### src/rtl/escaped_frame_receiver_unit_assert.svh
// assertion macros used by the receiver control module
`ifndef ESCAPED_FRAME_RECEIVER_UNIT_ASSERT_SVH
`define ESCAPED_FRAME_RECEIVER_UNIT_ASSERT_SVH

`ifndef SYNTH
// same-cycle implication
`define EFR_ASSERT(label, clk, rst_n, cond, prop) \
    label: assert property (@(posedge clk) disable iff (!rst_n) (cond) |-> (prop)) \
        else $error("efr assertion failed");
// next-cycle implication
`define EFR_ASSERT_NEXT(label, clk, rst_n, cond, prop) \
    label: assert property (@(posedge clk) disable iff (!rst_n) (cond) |=> (prop)) \
        else $error("efr assertion failed");
`else
`define EFR_ASSERT(label, clk, rst_n, cond, prop)
`define EFR_ASSERT_NEXT(label, clk, rst_n, cond, prop)
`endif

`endif

### src/rtl/efr_pkg.sv
package efr_pkg;

    localparam int FRAME_CAPACITY = 40;

    // frame positions run 0 .. FRAME_CAPACITY + 1
    localparam int POS_W     = $clog2(FRAME_CAPACITY + 2);
    // payload lands at positions 3 .. FRAME_CAPACITY
    localparam int BUF_DEPTH = FRAME_CAPACITY - 2;
    localparam int ADDR_W    = $clog2(BUF_DEPTH);

    localparam int BYTE_INDEX_W = 6;

    localparam logic [7:0] START_BYTE  = 8'h7E;
    localparam logic [7:0] ESCAPE_BYTE = 8'h7D;
    localparam logic [7:0] ESCAPE_XOR  = 8'h20;
    localparam logic [7:0] SUM_GOOD    = 8'hFF;

    typedef enum logic [1:0] {
        STATUS_OK         = 2'd0,
        STATUS_UNEXP_START = 2'd1,
        STATUS_ZERO_LEN   = 2'd2,
        STATUS_BAD_SUM    = 2'd3
    } t_status;

    typedef struct packed {
        logic accept;
        logic rd_en;
        logic load;
    } t_dp_cmd;

    typedef struct packed {
        logic drain_start;
        logic last_idx;
        logic out_free;
    } t_dp_sts;

endpackage

### src/rtl/efr_datapath.sv
module efr_datapath (
    input  logic                  i_clk,
    input  logic                  i_rst_n,
    input  efr_pkg::t_dp_cmd      i_cmd,
    output efr_pkg::t_dp_sts      o_sts,
    input  logic [7:0]            i_rx_byte,
    input  logic                  i_out_stall,
    output logic                  o_out_valid,
    output logic [1:0]            o_status,
    output logic [7:0]            o_frame_command,
    output logic [7:0]            o_payload_byte,
    output logic                  o_byte_valid,
    output logic [efr_pkg::BYTE_INDEX_W-1:0] o_byte_index,
    output logic                  o_last
);

    logic [efr_pkg::POS_W-1:0]  r_pos, n_pos;
    logic [7:0]                 r_len, n_len;
    logic [7:0]                 r_cmd, n_cmd;
    logic [7:0]                 r_sum, n_sum;
    logic                       r_esc, n_esc;
    logic                       r_err, n_err;
    logic [efr_pkg::ADDR_W-1:0] r_k;

    logic [7:0] r_buf [efr_pkg::BUF_DEPTH];
    logic [7:0] r_rd_data;

    logic                 r_out_valid;
    logic [1:0]           r_out_status;
    logic [7:0]           r_out_cmd;
    logic [7:0]           r_out_data;
    logic                 r_out_bvalid;
    logic [efr_pkg::ADDR_W-1:0] r_out_index;
    logic                 r_out_last;

    logic [7:0]                d;
    logic [7:0]                sum_add;
    logic                      at_end;
    logic [efr_pkg::POS_W-1:0] wr_off;
    logic                      wr_en;
    logic                      emit;
    efr_pkg::t_status          emit_code;
    logic                      drain;
    logic                      last_idx;
    logic                      out_free;

    assign d       = r_esc ? (i_rx_byte ^ efr_pkg::ESCAPE_XOR) : i_rx_byte;
    assign sum_add = r_sum + d;
    assign at_end  = (9'(r_pos) == ({1'b0, r_len} + 9'd2));
    assign wr_off  = r_pos - efr_pkg::POS_W'(3);
    assign last_idx = (8'(r_k) == (r_len - 8'd2));
    assign out_free = !r_out_valid || !i_out_stall;

    always_comb begin
        n_pos     = r_pos;
        n_len     = r_len;
        n_cmd     = r_cmd;
        n_sum     = r_sum;
        n_esc     = r_esc;
        n_err     = r_err;
        wr_en     = 1'b0;
        emit      = 1'b0;
        emit_code = efr_pkg::STATUS_OK;
        drain     = 1'b0;
        if (i_cmd.accept) begin
            if (r_err || r_pos == '0) begin
                // waiting for a start byte, everything else dropped
                if (i_rx_byte == efr_pkg::START_BYTE) begin
                    n_err = 1'b0;
                    n_pos = efr_pkg::POS_W'(1);
                    n_sum = '0;
                    n_esc = 1'b0;
                end
            end else if (i_rx_byte == efr_pkg::START_BYTE) begin
                n_err     = 1'b1;
                n_esc     = 1'b0;
                emit      = 1'b1;
                emit_code = efr_pkg::STATUS_UNEXP_START;
            end else if (i_rx_byte == efr_pkg::ESCAPE_BYTE) begin
                n_esc = 1'b1;
            end else begin
                n_esc = 1'b0;
                if (r_pos > efr_pkg::POS_W'(1)) begin
                    n_sum = sum_add;
                end
                priority if (r_pos == efr_pkg::POS_W'(1)) begin
                    if (d == 8'd0) begin
                        n_pos     = '0;
                        n_err     = 1'b1;
                        emit      = 1'b1;
                        emit_code = efr_pkg::STATUS_ZERO_LEN;
                    end else begin
                        n_len = d;
                        n_pos = efr_pkg::POS_W'(2);
                    end
                end else if (r_pos == efr_pkg::POS_W'(2)) begin
                    n_cmd = d;
                    n_pos = efr_pkg::POS_W'(3);
                end else if (r_pos > efr_pkg::POS_W'(efr_pkg::FRAME_CAPACITY)) begin
                    // past capacity: dropped until a start byte
                end else if (at_end) begin
                    n_pos = '0;
                    n_sum = '0;
                    if (sum_add != efr_pkg::SUM_GOOD) begin
                        n_err     = 1'b1;
                        emit      = 1'b1;
                        emit_code = efr_pkg::STATUS_BAD_SUM;
                    end else if (r_len == 8'd1) begin
                        emit      = 1'b1;
                        emit_code = efr_pkg::STATUS_OK;
                    end else begin
                        drain = 1'b1;
                    end
                end else begin
                    wr_en = 1'b1;
                    n_pos = r_pos + efr_pkg::POS_W'(1);
                end
            end
        end
    end

    always_ff @(posedge i_clk) begin
        if (!i_rst_n) begin
            r_pos <= '0;
            r_sum <= '0;
            r_esc <= 1'b0;
            r_err <= 1'b0;
        end else begin
            r_pos <= n_pos;
            r_sum <= n_sum;
            r_esc <= n_esc;
            r_err <= n_err;
        end
    end

    always_ff @(posedge i_clk) begin
        r_len <= n_len;
        r_cmd <= n_cmd;
        if (i_cmd.accept && drain) begin
            r_k <= '0;
        end else if (i_cmd.load) begin
            r_k <= r_k + efr_pkg::ADDR_W'(1);
        end
    end

    always_ff @(posedge i_clk) begin
        if (wr_en) begin
            r_buf[wr_off[efr_pkg::ADDR_W-1:0]] <= d;
        end
        if (i_cmd.rd_en) begin
            r_rd_data <= r_buf[r_k];
        end
    end

    always_ff @(posedge i_clk) begin
        if (!i_rst_n) begin
            r_out_valid <= 1'b0;
        end else if (emit || i_cmd.load) begin
            r_out_valid <= 1'b1;
        end else if (!i_out_stall) begin
            r_out_valid <= 1'b0;
        end
    end

    always_ff @(posedge i_clk) begin
        if (emit) begin
            r_out_status <= emit_code;
            r_out_cmd    <= (emit_code == efr_pkg::STATUS_OK) ? r_cmd : 8'd0;
            r_out_data   <= 8'd0;
            r_out_bvalid <= 1'b0;
            r_out_index  <= '0;
            r_out_last   <= 1'b1;
        end else if (i_cmd.load) begin
            r_out_status <= efr_pkg::STATUS_OK;
            r_out_cmd    <= r_cmd;
            r_out_data   <= r_rd_data;
            r_out_bvalid <= 1'b1;
            r_out_index  <= r_k;
            r_out_last   <= last_idx;
        end
    end

    assign o_sts.drain_start = drain;
    assign o_sts.last_idx    = last_idx;
    assign o_sts.out_free    = out_free;

    assign o_out_valid     = r_out_valid;
    assign o_status        = r_out_status;
    assign o_frame_command = r_out_cmd;
    assign o_payload_byte  = r_out_data;
    assign o_byte_valid    = r_out_bvalid;
    assign o_byte_index    = efr_pkg::BYTE_INDEX_W'(r_out_index);
    assign o_last          = r_out_last;

endmodule

### src/rtl/efr_ctrl.sv
`include "escaped_frame_receiver_unit_assert.svh"

module efr_ctrl (
    input  logic             i_clk,
    input  logic             i_rst_n,
    input  logic             i_in_valid,
    output logic             o_in_stall,
    input  efr_pkg::t_dp_sts i_sts,
    output efr_pkg::t_dp_cmd o_cmd
);

    typedef enum logic [2:0] {
        S_RUN  = 3'b001,
        S_READ = 3'b010,
        S_LOAD = 3'b100
    } t_state;

    t_state r_state, n_state;
    logic   accept;
    logic   rd_en;
    logic   load;

    always_comb begin
        n_state    = r_state;
        accept     = 1'b0;
        rd_en      = 1'b0;
        load       = 1'b0;
        o_in_stall = 1'b1;
        unique case (r_state)
            S_RUN: begin
                o_in_stall = !i_sts.out_free;
                accept     = i_in_valid && i_sts.out_free;
                if (accept && i_sts.drain_start) begin
                    n_state = S_READ;
                end
            end
            S_READ: begin
                rd_en   = 1'b1;
                n_state = S_LOAD;
            end
            S_LOAD: begin
                // read data holds until the output register frees up
                if (i_sts.out_free) begin
                    load    = 1'b1;
                    n_state = i_sts.last_idx ? S_RUN : S_READ;
                end
            end
            default: begin
                n_state = S_RUN;
            end
        endcase
    end

    always_ff @(posedge i_clk) begin
        if (!i_rst_n) begin
            r_state <= S_RUN;
        end else begin
            r_state <= n_state;
        end
    end

    assign o_cmd.accept = accept;
    assign o_cmd.rd_en  = rd_en;
    assign o_cmd.load   = load;

    `EFR_ASSERT_NEXT(a_read_then_load, i_clk, i_rst_n, r_state == S_READ, r_state == S_LOAD)
    `EFR_ASSERT_NEXT(a_load_waits, i_clk, i_rst_n, r_state == S_LOAD && !i_sts.out_free, r_state == S_LOAD)
    `EFR_ASSERT_NEXT(a_drain_enters_read, i_clk, i_rst_n, accept && i_sts.drain_start, r_state == S_READ && !accept)

endmodule

### src/rtl/escaped_frame_receiver_unit.sv
// Deframes a byte-stuffed serial stream: 0x7E start, length, command, payload, checksum,
// with 0x7D escaping the next byte. A received byte is taken whenever the output
// register is free and no frame is replaying, so bytes that produce no beat flow at one per
// cycle when not held; an error status or an empty-payload beat is ready on the cycle after
// its byte. A good frame with n payload bytes is replayed from the payload buffer memory
// through its single registered read port (read, then load into the output register), and
// the input stalls through the replay and any output stall. No clearing pass after reset.
module escaped_frame_receiver_unit (
    input  logic       i_clk,
    input  logic       i_rst_n,
    input  logic       i_valid,
    output logic       o_stall,
    input  logic [7:0] i_rx_byte,
    output logic       o_valid,
    input  logic       i_stall,
    output logic [1:0] o_status,
    output logic [7:0] o_frame_command,
    output logic [7:0] o_payload_byte,
    output logic       o_byte_valid,
    output logic [efr_pkg::BYTE_INDEX_W-1:0] o_byte_index,
    output logic       o_last
);

    efr_pkg::t_dp_cmd cmd;
    efr_pkg::t_dp_sts sts;

    efr_ctrl u_ctrl (
        .i_clk      (i_clk),
        .i_rst_n    (i_rst_n),
        .i_in_valid (i_valid),
        .o_in_stall (o_stall),
        .i_sts      (sts),
        .o_cmd      (cmd)
    );

    efr_datapath u_datapath (
        .i_clk           (i_clk),
        .i_rst_n         (i_rst_n),
        .i_cmd           (cmd),
        .o_sts           (sts),
        .i_rx_byte       (i_rx_byte),
        .i_out_stall     (i_stall),
        .o_out_valid     (o_valid),
        .o_status        (o_status),
        .o_frame_command (o_frame_command),
        .o_payload_byte  (o_payload_byte),
        .o_byte_valid    (o_byte_valid),
        .o_byte_index    (o_byte_index),
        .o_last          (o_last)
    );

endmodule
### config.mk
export PLATFORM = sky130hd
export DESIGN_NAME = escaped_frame_receiver_unit
export DESIGN_NICKNAME = d
export VERILOG_FILES = /design/src/rtl/efr_pkg.sv /design/src/rtl/efr_datapath.sv /design/src/rtl/efr_ctrl.sv /design/src/rtl/escaped_frame_receiver_unit.sv
export VERILOG_INCLUDE_DIRS = /design/src /design/src/rtl
export SDC_FILE = /design/constraint.sdc
export NUM_CORES = 1
export LEC_CHECK = 0
export BUFFER_PORTS_ARGS = -buffer_cell sky130_fd_sc_hd__buf_2
export CAP_MARGIN = 20
export CELL_PAD_IN_SITES_DETAIL_PLACEMENT = 1
export CELL_PAD_IN_SITES_GLOBAL_PLACEMENT = 1
export CORE_ASPECT_RATIO = 0.5
export CORE_MARGIN = 1
export CORE_UTILIZATION = 49
export DETAILED_ROUTE_END_ITERATION = 6
export PLACE_DENSITY = 0.75
export SLEW_MARGIN = 20
export SYNTH_ARGS = -nofsm -noshare
export SYNTH_HDL_FRONTEND = slang
export SYNTH_SLANG_ARGS = --single-unit
### constraint.sdc
create_clock -name i_clk -period 5.2 [get_ports i_clk]
set_clock_uncertainty 0.1 [all_clocks]
set_input_delay 0.26 -clock i_clk [delete_from_list [all_inputs] [get_ports i_clk]]
set_output_delay 0.26 -clock i_clk [all_outputs]
set_load 0.1 [all_outputs]
==> run_results.csv <==
group,metric,value,unit
status,outcome,"finished clean",
worst_setup_path,worstPathCellList,"inv_1, ha_1, a21o_1, inv_1, nand4_2, nor2_1, and3_1, nand3_2, nor2_1",
global_route,grt_usage,0.2292,
worst_setup_path,reg2regPathDepth,9,
sta,slew_violations,0,
floorplanning,dieArea,0.03312,mm²
sta,slew_headroom,0.2753,
floorplanning,ios,40,
pwr,ir_drop,0.0001975,V
clock_tree,post_cts_buffers,0,
routing,drt_iter0_markers,795,
routing,wl_per_cell,25.99,µm
floorplanning,start_util,0.4989,
synthesis,syn_avg_cell_area,17.12,µm²
pwr,sw_frac_of_total,0.2007,
global_route,grt_max_degree,61,
worst_setup_path,crit_type,"reg2reg",
worst_setup_path,startpoint_type,"flip-flop",
worst_hold_path,hold_path.class,"in2reg",
global_route,grt_pass1_wl,55.54,mm
floorplanning,dieWidth,256.4,µm
finish,post-route-util,0.5551,
worst_setup_path,max_stage_delay,0.90,ns
synthesis,syn_area,0.01585,mm²
finish,fin_area,0.01764,mm²
synthesis,synth_top_family_by_area,"multiplexers",
sta,rsz0062_at_grt,"false",
placement,numPortBuffers,39,
sta,worst_pin_slew,1.083,ns
pwr,finalPower,5.962,mW
clock_tree,clock_path_buffers,3,
finish,nets,1008,
worst_setup_path,worst_path_max_delay_cell,"nor2_1",
sta,hold_viol,0,
pwr,netSwitchingPower,1.196,mW
sta,setup_ws,1.183,ns
synthesis,ys_warn_count,0,
sta,fin_crit_sh,0.7725,
worst_setup_path,crit_arrival,4.06,ns
synthesis,synth_edf_count,338,
sta,setup_viol,0,
flow_run,maxCapViolCount,0,
finish,drive_above_1_share,0.2255,
worst_setup_path,ff2ff_setup_slack,1.18,ns
synthesis,synth_nets,957,
worst_setup_path,cp-end-kind,"flip-flop",
synthesis,yosys.area_share.xor_xnor,0.01823,
pwr,p_seq_frac,0.558,
clock_tree,cts-buffers-inserted,34,
placement,post_dp_cell_area,0.01655,mm²
clock_tree,clock-sinks,380,
pwr,p_comb_frac,0.026,
floorplanning,core_area,0.03177,mm²
synthesis,synth_cells,926,
routing,wirelength,37.29,mm
sta,finalSetupTns,0,ns
placement,hpwl,23.86,mm
routing,vias,8511,
finish,stdcell_count,1435,
synthesis,yosys_most_used_dff,"edfxtp_1",
clock_tree,worstSkewPairLatency,0.53,ns
worst_setup_path,crit_fanout,12,
synthesis,synth_compound_area_frac,0.04105,
synthesis,synth-seq-cells,380,
worst_setup_path,cp.required,5.25,ns
global_route,grt_overflow_total,0,
floorplanning,chipHeight,129.2,µm
pwr,p_clk_frac,0.416,
floorplanning,rows,46,
synthesis,synth.area.mux_share,0.1389,
pwr,p_leak,5.585,nW
synthesis,synth.distinct_cells,72,
worst_hold_path,hold_depth,1,
synthesis,synth_adder_area_share,0.01547,
sta,fin_crit,4.017,ns
clock_tree,cts_tree,"yes",
finish,syn_to_final_growth,11.26,%
sta,holdWs,0.03834,ns
routing,final_antenna_net_count,0,
pwr,power.density,338.0,mW/mm²
clock_tree,clockRootBuffer,"clkbuf_16",
placement,place_inst,1372,
pwr,p_int,4.765,mW
synthesis,ys_async_sr_fraction,0,
routing,drt_first_pass_iters,5,
placement,dpl_worst_slack,1.174,ns
synthesis,ys_seq_area_frac,0.6933,
synthesis,synthSimpleGateAreaFrac,0.07688,
routing,vias_per_cell,5.931,
routing,drcViolationCount,0,
global_route,grt_pass1_vias,8783,
sta,fmax,248.9,MHz
clock_tree,htreeDepth,2,
placement,place.gp.congestion,0.7913,
clock_tree,clkTransAtPathRegs,0.06,ns
global_route,grt_antenna_before_repair,0,
-- registers in the layout, indices dropped and copies added (netlist names) --
signal,cells
u_datapath.o_status,2
u_datapath.o_out_valid,1
u_datapath.r_len,8
u_datapath.r_esc,1
u_datapath.o_frame_command,8
u_datapath.r_sum,8
u_datapath.r_err,1
u_datapath.o_byte_valid,1
u_ctrl.r_state,3
u_datapath.r_cmd,8
u_datapath.o_byte_index,6
u_datapath.r_k,6
u_datapath.o_payload_byte,8
u_datapath.r_buf,304
u_datapath.r_pos,6
u_datapath.r_rd_data,8
u_datapath.o_last,1
-- worst max-delay path: cells and delay by family, from the launching register on --
family                   cells  cell delay, ns
AND/OR/NAND/NOR              5            2.07
flip-flops                   1            0.59
buffers and inverters        2            0.42
adder cells (fa/ha/maj)      1            0.25
AO/OA/AOI/OAI                1            0.22
-- Yosys cell counts (all sizes together) (7+ instances only) --
library cell	count	area (µm²)
ha	18	225.2
buf	23	123.9
nand4	8	71.32
nand2	71	266.5
a31oi	7	50.05
mux4	88	1982
o211ai	11	87.58
inv	18	67.56
nor4	8	86.33
xnor2	18	157.7
o21ai	23	118.9
nor2	81	306.6
mux2i	22	220.2
dfxtp	42	840.8
nor3	9	56.31
clkbuf	16	60.06
edfxtp	338	10150
a21oi	29	193.9
nand3	12	77.58
xor2	15	131.4
-- cell usage in the layout (no fill, tap or decap), drive strengths merged, types with 9 or more instances in the layout --
| master | n |
|---|---|
| mux2i | 22 |
| o21ai | 23 |
| xor2 | 15 |
| nand2 | 71 |
| clkbuf | 46 |
| a21oi | 29 |
| inv | 19 |
| mux4 | 88 |
| nand3 | 12 |
| o211ai | 11 |
| nor3 | 9 |
| clkinv | 10 |
| nor2 | 81 |
| xnor2 | 18 |
| dfxtp | 42 |
| buf | 53 |
| ha | 18 |
| edfxtp | 338 |
-- per-layer routing --
metal	share of wire	vias to the layer above	track usage	routed length, µm
met1	0.47	4466	0.3401	17360
met5	0	-	0	0
met2	0.46	262	0.3601	17100
met3	0.056	46	0.03189	2103
li1	-	3737	-	-
met4	0.019	0	0.06199	721
-- worst paths after layout --
path,to,from
worst max register to register,u_datapath.r_buf[31][7],u_datapath.r_pos[0]
worst max-delay path,u_datapath.r_buf[31][7],u_datapath.r_pos[0]
worst min register to register,u_datapath.o_byte_index[5],u_datapath.o_byte_index[5]
worst min-delay path,u_datapath.r_cmd[4],i_rx_byte[4]
-- area by class of cell --
cell class	instances	area, µm²
Clock inverter	15	152.6
Timing Repair Buffer	54	322.8
Tap cell	432	540.5
Sequential cell	380	11000
Multi-Input combinational cell	488	4629
Antenna cell	1	2.502
Inverter	19	71.32
Fill cell	2916	14130
Clock buffer	46	917.1
-- cells by family (layout without fill, tap and decap cells) --
kind of cell               after synthesis  in the layout
adders and majority gates               19             19
and+or+nand+nor                        235            235
buffers and inverters                   58            134
AOI/OAI and AO/OA                       91             91
muxes                                  110            110
other                                    0              1
xor gates and xnor gates                33             33
DFF                                    380            380
-- power by group through the flow --
stage	sequential (mW)	combinational, mW	clock, mW
6_report	3.32	0.156	2.48
3_5_place_dp	3.39	0.156	0
5_1_grt	3.32	0.166	2.61
2_1_floorplan	3.39	0.0815	0
3_3_place_gp	3.39	0.150	0
4_1_cts	3.32	0.157	2.52
-- repair_timing --
| action | 4_1_cts | 5_1_grt |
|---|---|---|
| resized for setup | 0 | 0 |
| hold buffers | 1 | 0 |
| endpoints found under the hold margin | 5 | 0 |
Power figures use the tool's default switching activity.
